--- config.mk ---
export PLATFORM = sky130hd
export DESIGN_NAME = keyword_substitution_cipher
export DESIGN_NICKNAME = d
export VERILOG_FILES = /design/src/design/kwsc_pkg.sv /design/src/design/kwsc_ctrl.sv /design/src/design/kwsc_datapath.sv /design/src/design/keyword_substitution_cipher.sv
export SDC_FILE = /design/constraint.sdc
export NUM_CORES = 1
export LEC_CHECK = 0
export BUFFER_PORTS_ARGS = -buffer_cell sky130_fd_sc_hd__buf_2
export CAP_MARGIN = 40
export CORE_UTILIZATION = 45
export CTS_CLUSTER_SIZE = 14
export DETAILED_ROUTE_END_ITERATION = 12
export PLACE_DENSITY = 0.59
export SETUP_SLACK_MARGIN = 0.4
export SYNTH_ARGS = -nofsm -noshare
export SYNTH_HDL_FRONTEND = slang
export SYNTH_SLANG_ARGS = --single-unit
--- constraint.sdc ---
create_clock -name clk -period 5.1 [get_ports clk]
set_clock_uncertainty 0.1 [all_clocks]
set_input_delay 0.51 -clock clk [delete_from_list [all_inputs] [get_ports clk]]
set_output_delay 0.51 -clock clk [all_outputs]
set_load 0.05 [all_outputs]
--- src/design/kwsc_pkg.sv ---
// ----------------------------------------------------------------------------
// kwsc_pkg: shared definitions for the keyword substitution cipher
// Operation codes, ASCII bounds, controller state and command/status types.
// ----------------------------------------------------------------------------
package kwsc_pkg;

    localparam logic [1:0] OP_KEY  = 2'd0;
    localparam logic [1:0] OP_END  = 2'd1;
    localparam logic [1:0] OP_TEXT = 2'd2;

    localparam logic [7:0] CHAR_UA = 8'h41;
    localparam logic [7:0] CHAR_UZ = 8'h5A;
    localparam logic [7:0] CHAR_LA = 8'h61;
    localparam logic [7:0] CHAR_LZ = 8'h7A;

    typedef enum logic [2:0] {
        ST_IDLE = 3'b001,
        ST_LOOK = 3'b010,
        ST_FILL = 3'b100
    } kwsc_state_t;

    typedef struct packed {
        logic key_byte;
        logic text_take;
        logic fill_step;
        logic out_load;
    } kwsc_cmd_t;

    typedef struct packed {
        logic scan_last;
    } kwsc_sts_t;

endpackage

--- src/design/kwsc_ctrl.sv ---
// ----------------------------------------------------------------------------
// kwsc_ctrl: sequencing controller
// Decodes incoming transfers, runs the end-of-key fill walk and owns the
// output valid flag.
// ----------------------------------------------------------------------------
module kwsc_ctrl
    import kwsc_pkg::*;
(
    input  logic       clk,
    input  logic       rst_n,
    input  logic       s_tvalid,
    input  logic [1:0] operation,
    output logic       s_tready,
    input  logic       m_tready,
    output logic       m_tvalid,
    input  kwsc_sts_t  sts,
    output kwsc_cmd_t  cmd
);

    kwsc_state_t state_reg;
    kwsc_state_t state_next;
    logic        out_valid_reg;
    logic        out_valid_next;

    always_comb
    begin
        state_next     = state_reg;
        cmd            = '0;
        s_tready       = 1'b0;
        out_valid_next = out_valid_reg && !m_tready;
        case (state_reg)
            ST_IDLE:
            begin
                s_tready = 1'b1;
                if (s_tvalid)
                begin
                    case (operation)
                        OP_KEY:  cmd.key_byte = 1'b1;
                        OP_END:  state_next = ST_FILL;
                        OP_TEXT:
                        begin
                            cmd.text_take = 1'b1;
                            state_next    = ST_LOOK;
                        end
                        default: ;
                    endcase
                end
            end
            ST_LOOK:
            begin
                // wait for the output register to free up
                if (!out_valid_reg || m_tready)
                begin
                    cmd.out_load   = 1'b1;
                    out_valid_next = 1'b1;
                    state_next     = ST_IDLE;
                end
            end
            ST_FILL:
            begin
                cmd.fill_step = 1'b1;
                if (sts.scan_last)
                    state_next = ST_IDLE;
            end
            default: state_next = ST_IDLE;
        endcase
    end

    always_ff @(posedge clk or negedge rst_n)
    begin
        if (!rst_n)
        begin
            state_reg     <= ST_IDLE;
            out_valid_reg <= 1'b0;
        end
        else
        begin
            state_reg     <= state_next;
            out_valid_reg <= out_valid_next;
        end
    end

    assign m_tvalid = out_valid_reg;

endmodule

--- src/design/kwsc_datapath.sv ---
// ----------------------------------------------------------------------------
// kwsc_datapath: substitution tables and key state
// Holds the forward and inverse tables, used-letter mask, fill position,
// fill scan counter, direction register and the output byte register.
// ----------------------------------------------------------------------------
module kwsc_datapath
    import kwsc_pkg::*;
#(
    parameter int ALPHABET_SIZE = 26
)
(
    input  logic       clk,
    input  logic       rst_n,
    input  kwsc_cmd_t  cmd,
    input  logic       cfg_wr_en,
    input  logic       cfg_wr_data,
    input  logic [7:0] data_byte,
    output logic [7:0] out_byte,
    output kwsc_sts_t  sts
);

    localparam int LW = $clog2(ALPHABET_SIZE);
    localparam int CW = $clog2(ALPHABET_SIZE + 1);

    logic                     direction_reg;
    logic [ALPHABET_SIZE-1:0] used_reg;
    logic [ALPHABET_SIZE-1:0] used_base;
    logic [ALPHABET_SIZE-1:0] used_next;
    logic [CW-1:0]            fill_reg;
    logic [CW-1:0]            fill_base;
    logic [CW-1:0]            fill_next;
    logic                     key_ready_reg;
    logic                     key_ready_next;
    logic [LW-1:0]            scan_reg;
    logic [LW-1:0]            scan_next;

    logic [LW-1:0] fwd_mem [ALPHABET_SIZE];
    logic [LW-1:0] inv_mem [ALPHABET_SIZE];

    logic [7:0]    byte_reg;
    logic          lower_reg;
    logic          map_reg;
    logic          dir_sel_reg;
    logic [LW-1:0] fwd_rd_reg;
    logic [LW-1:0] inv_rd_reg;
    logic [7:0]    out_byte_reg;

    logic          is_upper;
    logic          is_lower;
    logic [7:0]    offset;
    logic          is_letter;
    logic [LW-1:0] letter_idx;
    logic [LW-1:0] app_idx;
    logic          app_req;
    logic          app_hit;
    logic          clear_key;
    logic [LW-1:0] sel;

    assign is_upper   = (data_byte >= CHAR_UA) && (data_byte <= CHAR_UZ);
    assign is_lower   = (data_byte >= CHAR_LA) && (data_byte <= CHAR_LZ);
    assign offset     = is_lower ? (data_byte - CHAR_LA) : (data_byte - CHAR_UA);
    assign is_letter  = (is_upper || is_lower) && (offset < 8'(ALPHABET_SIZE));
    assign letter_idx = is_letter ? offset[LW-1:0] : '0;

    assign sts.scan_last = (scan_reg == LW'(ALPHABET_SIZE - 1));

    // a key byte after a finished key starts a fresh key
    assign clear_key = cmd.key_byte && key_ready_reg;
    assign used_base = clear_key ? '0 : used_reg;
    assign fill_base = clear_key ? '0 : fill_reg;

    assign app_idx = cmd.fill_step ? scan_reg : letter_idx;
    assign app_req = (cmd.key_byte && is_letter) || cmd.fill_step;
    assign app_hit = app_req && !used_base[app_idx];

    always_comb
    begin
        used_next = used_base;
        if (app_hit)
            used_next[app_idx] = 1'b1;
        fill_next = fill_base + CW'(app_hit);

        key_ready_next = key_ready_reg;
        if (cmd.key_byte)
            key_ready_next = 1'b0;
        else if (cmd.fill_step && sts.scan_last)
            key_ready_next = 1'b1;

        scan_next = scan_reg;
        if (cmd.fill_step)
            scan_next = sts.scan_last ? '0 : scan_reg + LW'(1);
    end

    always_ff @(posedge clk or negedge rst_n)
    begin
        if (!rst_n)
        begin
            direction_reg <= 1'b0;
            used_reg      <= '0;
            fill_reg      <= '0;
            key_ready_reg <= 1'b0;
            scan_reg      <= '0;
        end
        else
        begin
            if (cfg_wr_en)
                direction_reg <= cfg_wr_data;
            used_reg      <= used_next;
            fill_reg      <= fill_next;
            key_ready_reg <= key_ready_next;
            scan_reg      <= scan_next;
        end
    end

    // table writes: append a letter at the fill position
    always_ff @(posedge clk)
    begin
        if (app_hit)
        begin
            fwd_mem[fill_base[LW-1:0]] <= app_idx;
            inv_mem[app_idx]           <= fill_base[LW-1:0];
        end
    end

    // registered table reads and text capture
    always_ff @(posedge clk)
    begin
        if (cmd.text_take)
        begin
            fwd_rd_reg  <= fwd_mem[letter_idx];
            inv_rd_reg  <= inv_mem[letter_idx];
            byte_reg    <= data_byte;
            lower_reg   <= is_lower;
            map_reg     <= is_letter && key_ready_reg;
            dir_sel_reg <= direction_reg;
        end
    end

    assign sel = dir_sel_reg ? inv_rd_reg : fwd_rd_reg;

    always_ff @(posedge clk)
    begin
        if (cmd.out_load)
            out_byte_reg <= map_reg ? ((lower_reg ? CHAR_LA : CHAR_UA) + 8'(sel))
                                    : byte_reg;
    end

    assign out_byte = out_byte_reg;

endmodule

--- src/design/keyword_substitution_cipher.sv ---
// ----------------------------------------------------------------------------
// keyword_substitution_cipher: keyword substitution cipher engine
// Builds a keyword alphabet from a byte stream, then enciphers or deciphers
// text bytes through it, keeping letter case.
// ----------------------------------------------------------------------------
// Usage:
//   Input stream: s_tuser carries the operation (key byte, end of key, text
//   byte), s_tdata the ASCII byte. Output stream: m_tdata carries one byte
//   per text transfer; key and end-of-key transfers produce nothing.
//   cfg_wr_en/cfg_wr_data write the direction bit (0 encipher, 1 decipher)
//   while the block is idle.
// Sequence:
//   Key byte: taken while idle. End of key: the fill walk checks one letter
//   per cycle and appends it if unused, through the single table write
//   port; input is held off until the walk ends. Text byte: a registered
//   table read, then a load of the output register once that register is free.
// Reset: clears the used-letter mask, fill position, key-ready flag,
//   direction and output valid; table contents are only meaningful once a
//   key has been completed.
// Stall: a waiting result sits in the output register; key transfers keep
//   flowing, and the next text byte holds in lookup until the result drains.
// ----------------------------------------------------------------------------
module keyword_substitution_cipher
    import kwsc_pkg::*;
#(
    parameter int ALPHABET_SIZE = 26
)
(
    input  logic       clk,
    input  logic       rst_n,
    input  logic       s_tvalid,
    output logic       s_tready,
    input  logic [7:0] s_tdata,     // [7:0] data_byte
    input  logic [1:0] s_tuser,     // [1:0] operation
    output logic       m_tvalid,
    input  logic       m_tready,
    output logic [7:0] m_tdata,     // [7:0] out_byte
    input  logic       cfg_wr_en,
    input  logic       cfg_wr_data  // direction
);

    kwsc_cmd_t cmd;
    kwsc_sts_t sts;

    // sequencing: decode transfers, walk the fill, drive output valid
    kwsc_ctrl u_ctrl (
        .clk       (clk),
        .rst_n     (rst_n),
        .s_tvalid  (s_tvalid),
        .operation (s_tuser),
        .s_tready  (s_tready),
        .m_tready  (m_tready),
        .m_tvalid  (m_tvalid),
        .sts       (sts),
        .cmd       (cmd)
    );

    // tables, key state and the output byte register
    kwsc_datapath #(
        .ALPHABET_SIZE (ALPHABET_SIZE)
    ) u_datapath (
        .clk         (clk),
        .rst_n       (rst_n),
        .cmd         (cmd),
        .cfg_wr_en   (cfg_wr_en),
        .cfg_wr_data (cfg_wr_data),
        .data_byte   (s_tdata),
        .out_byte    (m_tdata),
        .sts         (sts)
    );

    // no input transfer while the fill walk runs
    assert property (@(posedge clk) disable iff (!rst_n)
        cmd.fill_step |-> !s_tready)
        else $error("input accepted during key fill");

    // a text transfer always moves into lookup
    assert property (@(posedge clk) disable iff (!rst_n)
        (s_tvalid && s_tready && (s_tuser == OP_TEXT)) |=> !s_tready)
        else $error("text transfer did not enter lookup");

    // never overwrite a result that has not been taken
    assert property (@(posedge clk) disable iff (!rst_n)
        cmd.out_load |-> (!m_tvalid || m_tready))
        else $error("pending result overwritten");

endmodule

==> results.ini <==
[outcome]
run_status = complete, no violations

[logic_synthesis]
synth_nets = 1164
async_reset_ff_frac = 0.1269
synth_warnings = 0
synthFlopType = edfxtp_1
synth_cells = 1140
synth_cell_types = 73
ys_ff_latch = 331
avgSynthCellArea_um2 = 13.21
syn-cell-area_um2 = 15060
yosysSeqAreaShare = 0.6460
synth_edf_count = 289

[global_routing]
grt_pass1_vias = 9220
grt_start_max_net_pins = 93
grt.total_usage = 0.2194
grt_pass1_wl_um = 55460
grt_overflow = 0
grt_antenna_before_repair = 0

[final_layout]
final_area_um2 = 17350
drive_above_1_share = 0.1932
final_nets = 1202
area_growth_pct = 15.22
num_antenna_cells = 0
finalNonFillerCells = 1648

[placement]
dp_hpwl_um = 23750
placed_area_um2 = 16050
place_congestion = 0.8263
dpl.cell_count = 1581
port_buffers = 25

[clocking]
cts_buffers = 36
root_buffer = clkbuf_16
cts_tree = done
clockBufferDepth = 3
clkTransAtPathRegs_ns = 0.06
clkSinkCount = 331
post_cts_buffers = 0
clk-insertion-delay-late_ns = 0.52
cts_resized = 0
htreeDepth = 2
cts_hold_buf = 1

[critical_path]
cp_max_fo = 22
cp.arrival_ns = 4.30
required_ns = 5.15
path_class = in -> reg
max_stage_delay_ns = 0.67
endpoint_kind = flop
startpoint_type = primary input
path_cells = buf_2 > inv_1 > ha_2 > nor3b_1 > nand2b_1 > or4b_1 > nor3_1 > o221a_2 > a2111oi_0 > a211o_2 > buf_12 > nor4_2
cpMaxStageDelayCell = nor3_1
crit_family = simple AND/OR/NAND/NOR gates
crit_buf_inv = 3

[timing]
slew-limit-headroom = 0.3817
finalCritPeriodShare = 0.8332
drv_slew = 0
whs_ns = 0.07637
max_freq_mhz = 235.3
worst_slew_pin_slew_ns = 0.9256
hold_violations = 0
final.setup.tns_ns = 0
setup_viol = 0
rsz0062_at_grt = no
min_period_ns = 4.249

[floorplan]
dieHeight_um = 185.0
rows = 66
io_pins = 26
dieArea_um2 = 34210
die_w_um = 185.0
core_area_um2 = 32700
start_util = 0.4606

[routing]
drt_first_pass_iters = 6
postRouteAntennaNets = 0
drc = 0
viasPerCell = 5.748
wl_per_cell_um = 22.15
routed_wl_um = 36500
drt_iter0_markers = 843
vias = 9472

[worst_hold_path]
hold_class = in -> reg

[power]
ir_drop_mv = 0.1857
power_density_nw_per_um2 = 382.9
p_leak_nw = 5.962

[run]
maxCapViolations = 0

cell usage after synthesis (6+ instances only):
library cell	count	area [um2]
a2111oi_0	32	280.3
inv_1	78	292.8
nor3b_1	10	75.07
o21ai_0	42	210.2
clkbuf_1	46	172.7
o41ai_2	7	113.9
mux2i_1	77	770.7
nor4_2	12	150.1
nor2b_1	6	37.54
xor2_1	6	52.55
a32o_1	6	60.06
nor4_1	24	150.1
o211ai_1	33	247.7
and4_1	10	87.58
ha_1	8	100.1
nand2_1	95	356.6
a221oi_1	30	262.8
edfxtp_1	289	8678
nor2_1	97	364.1
buf_6	13	146.4
a21oi_1	7	35.03
mux2_2	37	416.7
and3_1	10	62.56
dfrtp_1	41	1026
nand3_1	8	40.04
nor3_1	11	55.05
buf_2	12	60.06
xnor2_1	9	78.83
placed cells by master, fill, tap and decap left out, drive strengths merged, types with 12 or more instances in the layout:
cell,netlist,layout
clkbuf,46,43
mux2,37,37
dfrtp,41,41
nor2,97,97
clkinv,1,15
o211ai,33,33
buf,31,76
o21ai,48,48
nand2,95,95
edfxtp,289,289
inv,80,80
nor3,12,12
nor4,36,36
a2111oi,32,32
mux2i,77,77
a221oi,30,30
stage by stage:
step	setup WS (ns)	power, mW	util
after detailed placement	0.3229	3.884	0.4909
after CTS	0.8627	6.683	0.5307
final	0.8505	6.645	0.5307
after global routing	0.6096	6.840	0.5307
after global placement	0.4335	3.866	0.4875
after floorplan	0.4438	3.620	-
layout make-up:
type / count / area, um2
Clock buffer: 43 / 969.7
Fill cell: 2725 / 15350
Timing Repair Buffer: 77 / 659.4
Multi-Input combinational cell: 651 / 4813
Clock inverter: 23 / 320.3
Inverter: 81 / 307.8
Sequential cell: 331 / 9731
Tap cell: 442 / 553.0
kinds of logic after synthesis:
family / after synthesis / share of synthesized area
multiplexers: 114 / 0.07883
buffers and inverters: 158 / 0.04768
AND/OR/NAND/NOR: 310 / 0.1043
AO/OA/AOI/OAI: 204 / 0.1078
flip-flops: 331 / 0.6460
XOR/XNOR: 15 / 0.008723
adder cells (fa/ha/maj): 8 / 0.006646
path summary, 6_finish.rpt:
path	from	to	slack, ns	depth (start not counted)
max	s_tdata[1]	u_datapath.fwd_mem[1][2]$_DFFE_PP_	0.85	12
min	s_tdata[7]	u_datapath.byte_reg[7]$_DFFE_PP_	0.08	1
max reg2reg	u_ctrl.state_reg[2]$_DFFE_PN0P_	u_datapath.fwd_mem[12][4]$_DFFE_PP_	0.93	9
min reg2reg	u_datapath.direction_reg$_DFFE_PN0P_	u_datapath.dir_sel_reg$_DFFE_PP_	0.35	0
max in group asynchronous	rst_n	u_datapath.used_reg[20]$_DFF_PN0_	4.10	3
min in group asynchronous	rst_n	u_ctrl.state_reg[1]$_DFFE_PN0P_	0.31	2
metal layers:
| layer | routed length, um | track usage |
|---|---|---|
| met4 | 774 | 0.06281 |
| met1 | 16790 | 0.3159 |
| met3 | 2025 | 0.03382 |
| met2 | 16910 | 0.3441 |
| met5 | 0 | 0 |
power by group:
group | switching (mW) | internal (mW)
clock network | 1.05 | 1.76
logic | 0.518 | 0.212
registers | 0.0428 | 3.06
total | 1.61 | 5.04
Note: power is estimated with default switching activity, not from simulation.
